**config.mk**
```make
export PLATFORM = sky130hd
export DESIGN_NAME = separated_decimal_int_parser_core
export DESIGN_NICKNAME = d
export VERILOG_FILES = /design/src/rtl/sdip_pkg.sv /design/src/rtl/sdip_front.sv /design/src/rtl/sdip_queue.sv /design/src/rtl/sdip_back.sv /design/src/rtl/separated_decimal_int_parser_core.sv
export SDC_FILE = /design/constraint.sdc
export NUM_CORES = 1
export LEC_CHECK = 0
export BUFFER_PORTS_ARGS = -buffer_cell sky130_fd_sc_hd__buf_2
export CAP_MARGIN = 0
export CORE_MARGIN = 3
export CORE_UTILIZATION = 30
export CTS_CLUSTER_DIAMETER = 150
export CTS_CLUSTER_SIZE = 20
export DETAILED_ROUTE_END_ITERATION = 16
export PLACE_DENSITY_LB_ADDON = 0.08
export SKIP_CTS_REPAIR_TIMING = 1
export SLEW_MARGIN = 15
export SYNTH_ARGS = -nofsm -noshare
export SYNTH_HDL_FRONTEND = slang
export SYNTH_SLANG_ARGS = --single-unit
```
**constraint.sdc**
```tcl
create_clock -name clk -period 21.2 [get_ports clk]
set_clock_uncertainty 0.1 [all_clocks]
set_input_delay 1.06 -clock clk [delete_from_list [all_inputs] [get_ports clk]]
set_output_delay 1.06 -clock clk [all_outputs]
set_load 0.01 [all_outputs]
```
**src/rtl/sdip_pkg.sv**
```systemverilog
package sdip_pkg;

  // byte classes seen by the back end
  localparam logic [2:0] CLS_BLANK = 3'd0;
  localparam logic [2:0] CLS_MINUS = 3'd1;
  localparam logic [2:0] CLS_PLUS  = 3'd2;
  localparam logic [2:0] CLS_DIGIT = 3'd3;
  localparam logic [2:0] CLS_OTHER = 3'd4;

  // result status codes
  localparam logic [1:0] ST_OK       = 2'd0;
  localparam logic [1:0] ST_OVERFLOW = 2'd1;
  localparam logic [1:0] ST_NO_WORDS = 2'd2;
  localparam logic [1:0] ST_END_ONLY = 2'd3;

  // queue between front and back
  localparam int unsigned QUEUE_DEPTH = 2;

  typedef struct packed {
    logic       sep;
    logic [2:0] cls;
    logic [3:0] digit;
    logic       last;
  } token_t;

endpackage

```
**src/rtl/sdip_front.sv**
```systemverilog
module sdip_front (
  input  logic            clk,
  input  logic            rst,
  input  logic            cfg_valid,
  input  logic [7:0]      cfg_data,
  input  logic [7:0]      text_byte,
  input  logic            end_of_text,
  output sdip_pkg::token_t token
);
  import sdip_pkg::*;

  logic [7:0] separator;

  always_ff @(posedge clk) begin
    if (rst) begin
      separator <= 8'd32;
    end else if (cfg_valid) begin
      separator <= cfg_data;
    end
  end

  // classify one byte
  always_comb begin
    token.sep   = (text_byte == separator);
    token.last  = end_of_text;
    token.digit = 4'(text_byte - 8'd48);
    if (text_byte >= 8'd48 && text_byte <= 8'd57) begin
      token.cls = CLS_DIGIT;
    end else if ((text_byte >= 8'd9 && text_byte <= 8'd13) || text_byte == 8'd32) begin
      token.cls = CLS_BLANK;
    end else if (text_byte == 8'd45) begin
      token.cls = CLS_MINUS;
    end else if (text_byte == 8'd43) begin
      token.cls = CLS_PLUS;
    end else begin
      token.cls = CLS_OTHER;
    end
  end

endmodule

```
**src/rtl/sdip_queue.sv**
```systemverilog
module sdip_queue #(
  parameter int unsigned DEPTH = sdip_pkg::QUEUE_DEPTH
) (
  input  logic             clk,
  input  logic             rst,
  input  logic             push,
  input  sdip_pkg::token_t push_data,
  output logic             full,
  input  logic             pop,
  output logic             not_empty,
  output sdip_pkg::token_t pop_data
);
  import sdip_pkg::*;

  localparam int unsigned PW = $clog2(DEPTH);
  localparam int unsigned CW = $clog2(DEPTH + 1);

  token_t          entries [DEPTH];
  logic [PW-1:0]   wr_ptr;
  logic [PW-1:0]   rd_ptr;
  logic [CW-1:0]   count;

  assign full      = (count == CW'(DEPTH));
  assign not_empty = (count != '0);
  assign pop_data  = entries[rd_ptr];

  always_ff @(posedge clk) begin
    if (push) begin
      entries[wr_ptr] <= push_data;
    end
  end

  always_ff @(posedge clk) begin
    if (rst) begin
      wr_ptr <= '0;
      rd_ptr <= '0;
      count  <= '0;
    end else begin
      if (push) begin
        wr_ptr <= (wr_ptr == PW'(DEPTH - 1)) ? '0 : wr_ptr + 1'b1;
      end
      if (pop) begin
        rd_ptr <= (rd_ptr == PW'(DEPTH - 1)) ? '0 : rd_ptr + 1'b1;
      end
      if (push && !pop) begin
        count <= count + 1'b1;
      end else if (pop && !push) begin
        count <= count - 1'b1;
      end
    end
  end

endmodule

```
**src/rtl/sdip_back.sv**
```systemverilog
module sdip_back (
  input  logic               clk,
  input  logic               rst,
  input  logic               tok_valid,
  input  sdip_pkg::token_t   tok,
  output logic               tok_pop,
  output logic               out_valid,
  input  logic               out_ready,
  output logic signed [31:0] number,
  output logic [1:0]         status,
  output logic               final_result
);
  import sdip_pkg::*;

  localparam logic [1:0] PH_BLANKS = 2'd0;
  localparam logic [1:0] PH_DIGITS = 2'd1;
  localparam logic [1:0] PH_DONE   = 2'd2;

  logic        word_open, word_open_next;
  logic [1:0]  parse_phase, parse_phase_next;
  logic        negative, negative_next;
  logic [31:0] magnitude, magnitude_next;
  logic        overflowed, overflowed_next;
  logic        any_word_seen, any_word_seen_next;

  logic        emit;
  logic [31:0] emit_number;
  logic [1:0]  emit_status;
  logic        take;
  logic [35:0] times_ten;
  logic [35:0] limit;

  assign tok_pop = tok_valid && (!out_valid || out_ready);

  always_comb begin
    word_open_next     = word_open;
    parse_phase_next   = parse_phase;
    negative_next      = negative;
    magnitude_next     = magnitude;
    overflowed_next    = overflowed;
    any_word_seen_next = any_word_seen;
    emit        = 1'b0;
    emit_number = '0;
    emit_status = ST_OK;
    take        = 1'b0;

    if (!tok.sep) begin
      // open a word on its first byte
      if (!word_open) begin
        word_open_next     = 1'b1;
        parse_phase_next   = PH_BLANKS;
        negative_next      = 1'b0;
        magnitude_next     = '0;
        overflowed_next    = 1'b0;
        any_word_seen_next = 1'b1;
      end
      case (parse_phase_next)
        PH_BLANKS: begin
          case (tok.cls)
            CLS_BLANK: ;
            CLS_MINUS: begin
              negative_next    = 1'b1;
              parse_phase_next = PH_DIGITS;
            end
            CLS_PLUS:  parse_phase_next = PH_DIGITS;
            CLS_DIGIT: begin
              parse_phase_next = PH_DIGITS;
              take             = 1'b1;
            end
            default:   parse_phase_next = PH_DONE;
          endcase
        end
        PH_DIGITS: begin
          if (tok.cls == CLS_DIGIT) begin
            take = 1'b1;
          end else begin
            parse_phase_next = PH_DONE;
          end
        end
        default: ;
      endcase
    end

    // magnitude * 10 + digit, checked against the sign's limit
    times_ten = {1'b0, magnitude_next, 3'b000} + {3'b000, magnitude_next, 1'b0}
              + {32'd0, tok.digit};
    limit = negative_next ? 36'h0_8000_0000 : 36'h0_7fff_ffff;
    if (take && !overflowed_next) begin
      if (times_ten > limit) begin
        overflowed_next = 1'b1;
      end else begin
        magnitude_next = times_ten[31:0];
      end
    end

    // close the word or mark the end of text
    if ((!tok.sep && tok.last) || (tok.sep && word_open)) begin
      emit = 1'b1;
      if (overflowed_next) begin
        emit_status = ST_OVERFLOW;
      end else begin
        emit_number = negative_next ? 32'd0 - magnitude_next : magnitude_next;
      end
      word_open_next   = 1'b0;
      parse_phase_next = PH_BLANKS;
      negative_next    = 1'b0;
      magnitude_next   = '0;
      overflowed_next  = 1'b0;
    end else if (tok.sep && tok.last) begin
      emit        = 1'b1;
      emit_status = any_word_seen ? ST_END_ONLY : ST_NO_WORDS;
    end

    if (tok.last) begin
      word_open_next     = 1'b0;
      parse_phase_next   = PH_BLANKS;
      negative_next      = 1'b0;
      magnitude_next     = '0;
      overflowed_next    = 1'b0;
      any_word_seen_next = 1'b0;
    end
  end

  always_ff @(posedge clk) begin
    if (rst) begin
      word_open     <= 1'b0;
      parse_phase   <= PH_BLANKS;
      negative      <= 1'b0;
      magnitude     <= '0;
      overflowed    <= 1'b0;
      any_word_seen <= 1'b0;
      out_valid     <= 1'b0;
    end else begin
      if (tok_pop) begin
        word_open     <= word_open_next;
        parse_phase   <= parse_phase_next;
        negative      <= negative_next;
        magnitude     <= magnitude_next;
        overflowed    <= overflowed_next;
        any_word_seen <= any_word_seen_next;
        out_valid     <= emit;
      end else if (out_ready) begin
        out_valid <= 1'b0;
      end
    end
  end

  always_ff @(posedge clk) begin
    if (tok_pop && emit) begin
      number       <= emit_number;
      status       <= emit_status;
      final_result <= tok.last;
    end
  end

endmodule

```
**src/rtl/separated_decimal_int_parser_core.sv**
```systemverilog
// channel   direction  handshake            payload
// cfg       in         cfg_valid/cfg_ready  separator
// in        in         in_valid/in_ready    text_byte, end_of_text
// out       out        out_valid/out_ready  number, status, final_result
//
// one byte a cycle while in_ready is high; a byte is queued and its result registered
// (classify into the queue, then one multiply-by-ten, add and compare step)
// reset is synchronous on rst; separator returns to 32, all parse state clears
// in_ready drops only when the token queue is full, out_ready low stalls the back end
module separated_decimal_int_parser_core #(
  parameter int unsigned QUEUE_DEPTH = sdip_pkg::QUEUE_DEPTH
) (
  input  logic               clk,
  input  logic               rst,
  input  logic               cfg_valid,
  output logic               cfg_ready,
  input  logic [7:0]         separator,
  input  logic               in_valid,
  output logic               in_ready,
  input  logic [7:0]         text_byte,
  input  logic               end_of_text,
  output logic               out_valid,
  input  logic               out_ready,
  output logic signed [31:0] number,
  output logic [1:0]         status,
  output logic               final_result
);
  import sdip_pkg::*;

  token_t front_token;
  token_t back_token;
  logic   queue_full;
  logic   queue_not_empty;
  logic   queue_pop;

  // separator register write is always taken
  assign cfg_ready = 1'b1;
  assign in_ready  = !queue_full;

  // front: separator register and byte classifier
  sdip_front u_front (
    .clk         (clk),
    .rst         (rst),
    .cfg_valid   (cfg_valid),
    .cfg_data    (separator),
    .text_byte   (text_byte),
    .end_of_text (end_of_text),
    .token       (front_token)
  );

  // short queue of classified bytes between front and back
  sdip_queue #(
    .DEPTH (QUEUE_DEPTH)
  ) u_queue (
    .clk       (clk),
    .rst       (rst),
    .push      (in_valid && !queue_full),
    .push_data (front_token),
    .full      (queue_full),
    .pop       (queue_pop),
    .not_empty (queue_not_empty),
    .pop_data  (back_token)
  );

  // back: word state, digit accumulation, result register
  sdip_back u_back (
    .clk          (clk),
    .rst          (rst),
    .tok_valid    (queue_not_empty),
    .tok          (back_token),
    .tok_pop      (queue_pop),
    .out_valid    (out_valid),
    .out_ready    (out_ready),
    .number       (number),
    .status       (status),
    .final_result (final_result)
  );

endmodule
```
==> results of run 1 <==
[registers in the layout (all words and copies together) (netlist names), named ones only]
signal	cells
u_back.magnitude	32
u_front.separator	8
u_back.final_result	1
u_back.out_valid	1
u_back.number	32
u_back.status	2
u_queue.entries	18
u_queue.count	2
u_back.parse_phase	2
u_back.any_word_seen	1
u_queue.rd_ptr	1
u_back.overflowed	1
u_back.word_open	1
u_queue.wr_ptr	1
u_back.negative	1
[placed cells by master, fill, tap and decap left out, types with 5 or more instances in the layout]
| cell | n |
|---|---|
| a211oi_1 | 10 |
| a21o_1 | 15 |
| a21oi_1 | 74 |
| a22oi_1 | 32 |
| and2_1 | 31 |
| and3_1 | 16 |
| buf_2 | 58 |
| buf_4 | 11 |
| clkbuf_16 | 9 |
| dfxtp_1 | 52 |
| edfxtp_1 | 53 |
| ha_1 | 98 |
| inv_1 | 34 |
| mux2_2 | 30 |
| mux2i_1 | 32 |
| nand2_1 | 82 |
| nand2b_1 | 10 |
| nand3_1 | 23 |
| nand4_1 | 16 |
| nor2_1 | 126 |
| nor3_1 | 24 |
| nor3b_1 | 6 |
| nor4_1 | 7 |
| o211ai_1 | 6 |
| o21ai_0 | 50 |
| o21ai_1 | 12 |
| o31ai_1 | 5 |
| or3_1 | 12 |
| xnor2_1 | 23 |
| xor2_1 | 30 |
[area by class of cell]
cell class | count | area share
clock buffers | 9 | 0.0222
clock inverters | 7 | 0.00739
inverters | 34 | 0.0126
multi-input cells | 878 | 0.614
flip-flops and latches | 105 | 0.259
well taps | 390 | 0.0480
repair buffers | 69 | 0.0367
[tightest hold or removal path, cell delays in order, from the launching register on]
cell and delay [ns]:
dfxtp_1 0.33, nand2_1 0.05, a21oi_1 0.05
[layer usage]
layer | vias to the layer above | global-route usage | part of all wire
met4 | 0 | 0.0332 | 0.011
met1 | 3786 | 0.230 | 0.49
met2 | 121 | 0.283 | 0.47
li1 | 4021 | - | -
met5 | - | 0 | 0
met3 | 23 | 0.0250 | 0.031
[synth_stat cells, drive strengths merged (6+ instances only)]
master   instances
nor2           126
o31ai            8
a22oi           32
a21o            15
clkbuf          38
buf             16
ha              98
edfxtp          53
a21oi           79
xnor2           23
nor4             9
xor2            30
nand2b          10
nand3           24
nand4           16
mux2i           33
o211ai           7
o21ai           62
a211oi          12
inv             34
dfxtp           52
nor3b            6
and3            17
or3             12
and2            32
mux2            30
a2111oi          7
nor3            24
o22ai            6
nand2           83
[how the worst max path moves through the flow]
stage,slack [ns],start,to,depth (start not counted)
floorplan,12.49,u_back.word_open$_SDFFE_PP0P_,u_back.number[26]$_SDFFCE_PP0P_,35
global placement,11.17,flip-flop,u_back.number[26]$_SDFFCE_PP0P_,32
detailed placement,10.92,flip-flop,u_back.number[26]$_SDFFCE_PP0P_,32
CTS,10.83,flip-flop,u_back.number[26]$_SDFFCE_PP0P_,32
global route,9.87,flip-flop,u_back.number[24]$_SDFFCE_PP0P_,31
finish,10.84,flip-flop,u_back.number[26]$_SDFFCE_PP0P_,32
[per-stage QoR]
stage,setup WS (ns),util
after floorplan,12.49,-
after global placement,11.17,0.329
after detailed placement,10.92,0.329
after CTS,10.83,0.339
after global routing,9.87,0.339
final,10.84,0.339
[report_power, final]
part	switching, mW	leakage (nW)	internal, mW
Sequential	0.0153	0.924	0.251
Clock	0.0909	0.148	0.0836
Combinational	0.155	3.36	0.0618
[logic make-up (layout without fill, tap and decap cells)]
group / after synthesis / in the layout / share of synthesized area
flops: 105 / 105 / 0.285
buf+inv: 88 / 119 / 0.0404
other cells: 1 / 1 / 0.000406
fa+ha+maj: 99 / 99 / 0.135
mux: 63 / 63 / 0.0728
simple gates: 383 / 383 / 0.205
compound gates: 279 / 279 / 0.211
xor+xnor: 53 / 53 / 0.0503
==> results.md, run 1 <==
- Status: finished, final reports clean
- LEAKAGE: roughly 4.4 nW
- Fillers: about 3.2k
- # H-tree levels: 3
- Area Overhead vs Synth: 10.1%
- Critical Path End Type: flip-flop
- Final hold slack: ~0.37 ns
- Cell seen most often among critical-path stages: ha_1
- Largest net degree at the start of global routing: 63
- Placed insts: roughly 1.5k
- Global-route wire length before repair: about 45000 um
- Synth cell types: between 80 and 90
- Placed cell area: 9860 um2
- Power, Total: approximately 0.66 mW
- Number of global-route vias before repair: between 7k and 8k
- Clock transition at path regs: 0.08 ns
- Worst path max stage delay: about 0.64 ns
- Max Cap Violations: 0
- Worst Tran Pin Value: between 0.8 and 0.9 ns
- Total track usage: 0.168
- Endpoints failing setup: 0
- Final Hold Fails: 0
- RSZ-0062 raised after global routing: no
- Clk_lat worst skew: about 0.38 ns
- Post-synthesis cell area: about 9200 um2
- Register area: ~2600 um2
- Top-area cell type share of the netlist area: 0.172
- Async set-reset flop share out of synthesis: 0
- Synthesis Warnings: 0
- Min Tclk post-route: roughly 10 ns
- Routed wire per std cell: approximately 19 um
- EDFF count, synth: 53
- Boundary Pins: 60
- Max Slew Vio Count: 0
- Via count: about 8.0k
- Prevailing post-synth register cell: edfxtp_1
- Fin cells: approximately 1.5k
- WS Path Type: reg -> reg
- Worst vdd ir: roughly 0.048 mV
- Endpoint, Worst Hold: u_back.magnitude[0]$_SDFFE_PP0P_
- Final Net Count: around 1.2k
- Worst Path Required: 21.20 ns
- Worst R2R Setup Slack: 10.84 ns
- Drt drc: 0
- Tightest Hold Check Type: reg -> reg
- Syn Nets: roughly 1.2k
- Mapped Avg Cell Area: ~8.6 um2
- CTS Buf Count: 9
- Seq/Total Area, Yosys: 0.285
- HP Start: u_back.magnitude[0]$_SDFFE_PP0P_
- R2r worst-path depth: 32
- HPWL after DPL: around 21000 um
- Grt total ovfl: 0
- Max Freq: just under 0.1 GHz
- Die Area: between 30000 and 40000 um2
- Antenna violations before repair: 0
- Post-Route WL: 27700 um
- Buf/Inv on CP: 2
- Crit start category: flip-flop
- Seq cells post-synth: between 100 and 150
- CP max FO: 22
- Root Driver: clkbuf_16
- Synth area leaders: edfxtp_1 (17%), ha_1 (13%), dfxtp_1 (11%), nor2_1 (5.1%), a21oi_1 (4.1%)
- Mapped Cells: about 1.1k
- CTS sink count: roughly 110
- Die Ht: roughly 180 um
- Core ar.: around 30000 um2
- First drt pass iteration count: 5
- Slew HR: 0.433
- Dominant cell type by area after synthesis: edfxtp_1
- Port bufs: 58
- Area of the multi-input gates: between 6000 and 7000 um2
- Worst hold stages: 2
- Crit-path leading delay family: compound AO/OA/AOI/OAI gates
- Layout cells sized above 1: 0.132
- Rows: 63
- Max clock buf depth: 2
- Die W: between 150 and 200 um
- Final Cell Area: 10200 um2
- Cell Pwr Density: 64.7 nW/um2
- Period utilization: 0.489
- Initial core utilization: 0.308
- Initial drt markers: 479
- Antenna Nets Post-Route: 0
- Reg-to-Reg End: u_back.number[26]$_SDFFCE_PP0P_
- Vias per Instance: roughly 5.3
- Setup TNS: 0 ns
- Worst EP arrival: between 10 and 15 ns
- CTS tree: built
- Global placer's final weighted congestion: around 0.85
- N_diodes: 0
- CP max stage cell: dfxtp_1
Note: power is estimated with default switching activity, not from simulation.
==> run 2: changes to the inputs <==
Clock period 21.2 ns to 9.57 ns, I/O delays scaled along.
==> run 2 against run 1 <==
Setup slack worse by 10 ns. Non-clock buffer count is 12 higher. Sequential share of layout area is 0.30 points lower. Highest routed layer unchanged. Largest power group unchanged. Die area stayed put. Via count is 0.44% higher. Clock-buffer cell count is 1 higher. Design area is 1.2% higher. Sequential cell count stayed put. Critical endpoint unchanged. Critical path depth is 1 lower. Sequential power is 120% higher.
==> results.md, run 2 (synthesized netlist as in run 1, its figures left out) <==
- Status: finished, final reports clean (unchanged)
- Max clock buf depth: 2 (unchanged)
- Max Freq: 0.113 GHz (was 0.0965 GHz)
- Layout cells sized above 1: 0.144 (was 0.132)
- Buf/Inv on CP: 2 (unchanged)
- # H-tree levels: 3 (unchanged)
- Global-route wire length before repair: 44800 um (was 44600 um)
- Largest regs: u_back.magnitude x32, u_back.number x32, u_queue.entries x18 (unchanged)
- First drt pass iteration count: 5 (unchanged)
- Crit-path leading delay family: compound AO/OA/AOI/OAI gates (unchanged)
- Register area: 2630 um2 (unchanged)
- Worst path max stage delay: 0.51 ns (was 0.64 ns)
- Endpoints failing setup: 0 (unchanged)
- LEAKAGE: 4.54 nW (was 4.43 nW)
- Rows: 63 (unchanged)
- Largest net degree at the start of global routing: 62 (was 63)
- Post-route core utilization: 0.343 (was 0.339)
- Final Hold Fails: 0 (unchanged)
- Cell seen most often among critical-path stages: ha_1 (unchanged)
- Grt total ovfl: 0 (unchanged)
- Min Tclk post-route: 8.87 ns (was 10.36 ns)
- Via count: 7986 (was 7951)
- Worst Path Required: 9.56 ns (was 21.20 ns)
- HPWL after DPL: 21300 um (was 20900 um)
- Cell Pwr Density: 142 nW/um2 (was 64.7 nW/um2)
- N_diodes: 0 (unchanged)
- Worst vdd ir: 0.121 mV (was 0.0479 mV)
- Commonest non-fill, non-tap cell in the layout: nor2_1 (unchanged)
- Slew HR: 0.386 (was 0.433)
- Final hold slack: 0.219 ns (was 0.373 ns)
- CTS sink count: 105 (unchanged)
- Vias per Instance: 5.31 (was 5.33)
- Area of the multi-input gates: 6260 um2 (was 6240 um2)
- CP max stage cell: a2111oi_4 (was dfxtp_1)
- Port bufs: 58 (unchanged)
- Antenna Nets Post-Route: 0 (unchanged)
- Initial core utilization: 0.308 (unchanged)
- Area Overhead vs Synth: 11.4% (was 10.1%)
- CP max FO: 39 (was 22)
- CTS Buf Count: 9 (unchanged)
- Global placer's final weighted congestion: 0.869 (was 0.854)
- Die W: 181 um (unchanged)
- Boundary Pins: 60 (unchanged)
- Max Slew Vio Count: 0 (unchanged)
- Worst EP arrival: 8.86 ns (was 10.37 ns)
- Die Ht: 181 um (unchanged)
- Worst Tran Pin Value: 0.921 ns (was 0.851 ns)
- Setup TNS: 0 ns (unchanged)
- Clock transition at path regs: 0.08 ns (about the same)
- Final Net Count: 1230 (was 1218)
- WS Path Type: reg -> reg (unchanged)
- Final Cell Area: 10300 um2 (was 10200 um2)
- Tightest Hold Check Type: in -> reg (was reg -> reg)
- Drt drc: 0 (unchanged)
- Total track usage: 0.169 (was 0.168)
- Most frequent cells in the layout: nor2_1 (126), ha_1 (97), nand2_1 (82) (was nor2_1 (126), ha_1 (98), nand2_1 (82))
- Post-Route WL: 28200 um (was 27700 um)
- Core ar.: 30000 um2 (unchanged)
- Initial drt markers: 476 (was 479)
- Routed wire per std cell: 18.8 um (was 18.5 um)
- Fillers: 3157 (was 3173)
- Period utilization: 0.927 (was 0.489)
- Root Driver: clkbuf_16 (unchanged)
- Die Area: 32900 um2 (unchanged)
- Antenna violations before repair: 0 (unchanged)
- Placed cell area: 9960 um2 (was 9860 um2)
- Place WS: 0.392 ns (was 10.92 ns)
- Critical Path End Type: flip-flop (unchanged)
- Number of global-route vias before repair: 7966 (was 7960)
- RSZ-0062 raised after global routing: no (unchanged)
- CTS tree: built (unchanged)
- Crit start category: flip-flop (unchanged)
- Clk_lat worst skew: 0.35 ns (was 0.38 ns)
- Max Cap Violations: 0 (unchanged)
- Final WS setup: 0.698 ns (was 10.84 ns)
[run 2: layout make-up]
cell class / instances / area share
well taps: 390 / 0.0474
repair buffers: 81 / 0.0462
multi-input cells: 878 / 0.609
clock buffers: 10 / 0.0232
clock inverters: 6 / 0.00584
inverters: 34 / 0.0124
flip-flops and latches: 105 / 0.256
[run 2: power breakdown]
group          leakage (nW)  internal, mW  switching [mW]  total [mW]
sequential            0.924         0.557          0.0259       0.582
combinational          3.47         0.148           0.355       0.503
clock                 0.147         0.191           0.187       0.377
total                  4.54         0.895           0.567        1.46
[run 2: layer usage]
metal	part of all wire	track usage	vias to the layer above
met2	0.48	0.288	131
met1	0.48	0.228	3788
met5	0	0	-
met4	0.018	0.0399	0
met3	0.024	0.0210	28
li1	-	-	4039
[run 2: path summary, 6_finish.rpt]
kind,from,to,slack (ns),cells after the start
setup / recovery,u_queue.entries[1][8]$_DFFE_PP_,u_back.number[26]$_SDFFCE_PP0P_,0.70,31
hold / removal,end_of_text,u_queue.entries[1][0]$_DFFE_PP_,0.22,1
setup reg to reg,u_queue.entries[1][8]$_DFFE_PP_,u_back.number[26]$_SDFFCE_PP0P_,0.70,31
hold reg to reg,u_back.magnitude[1]$_SDFFE_PP0P_,u_back.magnitude[1]$_SDFFE_PP0P_,0.38,2
[run 2: worst reg2reg max path: cells and delay by family (launching register included)]
family                   cells  cell delay, ns
flip-flops                   1            0.39
XOR/XNOR                     1            0.16
adder cells (fa/ha/maj)      4            1.36
multiplexers                 3            0.83
buffers and inverters        2            0.38
AO/OA/AOI/OAI               12            3.36
AND/OR/NAND/NOR              9            2.03
[run 2: per-stage QoR]
| step | instances | power (mW) |
|---|---|---|
| 2_1_floorplan | 1071 | 0.913 |
| 3_3_place_gp | 1487 | 1.11 |
| 3_5_place_dp | 1487 | 1.10 |
| 4_1_cts | 1503 | 1.49 |
| 5_1_grt | 1504 | 1.56 |
| 6_report | 1504 | 1.46 |
==> run 3: changes to the inputs <==
Settings changed: CELL_PAD_IN_SITES_DETAIL_PLACEMENT set to 1, CELL_PAD_IN_SITES_GLOBAL_PLACEMENT set to 2.
==> run 3 against run 2 <==
First-iteration DRC count down 16%. Final cell count rose by 0.40%. Sequential share of layout area is 0.087 points lower. Register-to-register slack gained 0.04 ns. Via count grew 3.3%. Design area rose by 0.34%. Sequential cell count is the same. Highest routed layer unchanged.
==> results.md, run 3 (synthesized netlist as in run 1, its figures left out) <==
- # H-tree levels: 3 (unchanged)
- Rows: 63 (unchanged)
- RSZ-0062 raised after global routing: no (unchanged)
- Largest net degree at the start of global routing: 62 (unchanged)
- Grt total ovfl: 0 (unchanged)
- Final Cell Area: 10300 um2 (about the same)
- Status: finished, final reports clean (unchanged)
- Die Ht: 181 um (unchanged)
- Endpoints failing setup: 0 (unchanged)
- CTS sink count: 105 (unchanged)
- Area Overhead vs Synth: 11.7% (was 11.4%)
- Post-route core utilization: 0.345 (was 0.343)
- Slew HR: 0.409 (was 0.386)
- CP max FO: 23 (was 39)
- Port bufs: 58 (unchanged)
- Initial drt markers: 402 (was 476)
- Sequential power share: 0.394 (was 0.398)
- Clock transition at path regs: 0.08 ns (about the same)
- Critical Path End Type: flip-flop (unchanged)
- Cell Pwr Density: 144 nW/um2 (was 142 nW/um2)
- Placed cell area: 10000 um2 (was 9960 um2)
- Global-route wire length before repair: 50000 um (was 44800 um)
- Most frequent cells in the layout: nor2_1 (126), ha_1 (97), nand2_1 (82) (unchanged)
- Antenna Nets Post-Route: 0 (unchanged)
- Largest regs: u_back.magnitude x32, u_back.number x32, u_queue.entries x18 (unchanged)
- Min Tclk post-route: 8.83 ns (was 8.87 ns)
- Max clock buf depth: 2 (unchanged)
- Core ar.: 30000 um2 (unchanged)
- Worst EP arrival: 8.83 ns (was 8.86 ns)
- Worst vdd ir: 0.103 mV (was 0.121 mV)
- Root Driver: clkbuf_16 (unchanged)
- Period utilization: 0.923 (was 0.927)
- WS Path Type: reg -> reg (unchanged)
- Boundary Pins: 60 (unchanged)
- Tightest Hold Check Type: in -> reg (unchanged)
- NetSw: 0.588 mW (was 0.567 mW)
- Vias per Instance: 5.46 (was 5.31)
- Die W: 181 um (unchanged)
- Fillers: 3576 (was 3157)
- CP max stage cell: a2111oi_1 (was a2111oi_4)
- Antenna violations before repair: 0 (unchanged)
- Switching Share: 0.397 (was 0.388)
- Via count: 8247 (was 7986)
- CTS Buf Count: 9 (unchanged)
- Worst Path Required: 9.57 ns (was 9.56 ns)
- Logic pwr share: 0.350 (was 0.344)
- Final hold slack: 0.209 ns (was 0.219 ns)
- Max Slew Vio Count: 0 (unchanged)
- HPWL after DPL: 23700 um (was 21300 um)
- Commonest non-fill, non-tap cell in the layout: nor2_1 (unchanged)
- Crit start category: flip-flop (unchanged)
- Total track usage: 0.190 (was 0.169)
- First drt pass iteration count: 5 (unchanged)
- Max Cap Violations: 0 (unchanged)
- LEAKAGE: 4.53 nW (was 4.54 nW)
- Initial core utilization: 0.308 (unchanged)
- Final Net Count: 1236 (was 1230)
- Global placer's final weighted congestion: 0.875 (was 0.869)
- Cell seen most often among critical-path stages: buf_4 (was ha_1)
- CTS tree: built (unchanged)
- Die Area: 32900 um2 (unchanged)
- Number of global-route vias before repair: 8553 (was 7966)
- Area of the multi-input gates: 6270 um2 (was 6260 um2)
- Placed insts: 1493 (was 1487)
- N_diodes: 0 (unchanged)
- Setup TNS: 0 ns (unchanged)
- Post-Route WL: 31400 um (was 28200 um)
- Final Hold Fails: 0 (unchanged)
- Internal power: 0.894 mW (was 0.895 mW)
- Drt drc: 0 (unchanged)
- Clock power share: 0.256 (was 0.258)
- Worst Tran Pin Value: 0.886 ns (was 0.921 ns)
- Routed wire per std cell: 20.8 um (was 18.8 um)
- Clk_lat worst skew: 0.36 ns (was 0.35 ns)
- Max Freq: 0.113 GHz (about the same)
- Layout cells sized above 1: 0.151 (was 0.144)
- Worst path max stage delay: 0.49 ns (was 0.51 ns)
- Register area: 2630 um2 (unchanged)
- Fin cells: 1510 (was 1504)
==> run 3: worst max-delay path: cells and delay by family, from the launching register on <==
kind	cells	cell delay, ns
multiplexers	3	0.74
adder cells (fa/ha/maj)	4	1.39
AND/OR/NAND/NOR	10	2.20
flip-flops	1	0.39
AO/OA/AOI/OAI	11	2.59
buffers and inverters	5	0.95
XOR/XNOR	1	0.18
==> run 3: stage by stage <==
step,power (mW),setup slack (ns)
6_report,1.48,0.742
5_1_grt,1.58,0.0472
4_1_cts,1.51,0.226
3_5_place_dp,1.12,0.291
3_3_place_gp,1.11,0.451
2_1_floorplan,0.913,0.864
==> run 3: path summary, 6_finish.rpt <==
check | cells past startpoint | slack (ns) | startpoint | to
setup / recovery | 34 | 0.74 | u_queue.entries[1][8]$_DFFE_PP_ | u_back.number[26]$_SDFFCE_PP0P_
hold / removal | 1 | 0.21 | end_of_text | u_queue.entries[1][0]$_DFFE_PP_
setup reg to reg | 34 | 0.74 | u_queue.entries[1][8]$_DFFE_PP_ | u_back.number[26]$_SDFFCE_PP0P_
hold reg to reg | 2 | 0.38 | u_back.parse_phase[1]$_SDFFE_PP0P_ | u_back.parse_phase[1]$_SDFFE_PP0P_
==> run 3: per-layer routing <==
| layer | track usage | vias up | part of all wire |
|---|---|---|---|
| met1 | 0.262 | 4049 | 0.49 |
| li1 | - | 4049 | - |
| met2 | 0.319 | 120 | 0.47 |
| met3 | 0.0250 | 29 | 0.026 |
| met4 | 0.0384 | 0 | 0.016 |
| met5 | 0 | - | 0 |
==> run 3: final cells by class <==
type,count,share of cell area
flip-flops and latches,105,0.255
clock buffers,11,0.0235
repair buffers,87,0.0492
inverters,34,0.0124
multi-input cells,878,0.608
well taps,390,0.0473
clock inverters,5,0.00449
==> run 3: power by group through the flow <==
stage	combinational (mW)	clock (mW)	sequential (mW)
2_1_floorplan	0.300	0	0.613
3_3_place_gp	0.520	0	0.593
3_5_place_dp	0.527	0	0.595
4_1_cts	0.529	0.392	0.585
5_1_grt	0.575	0.409	0.591
6_report	0.519	0.379	0.583
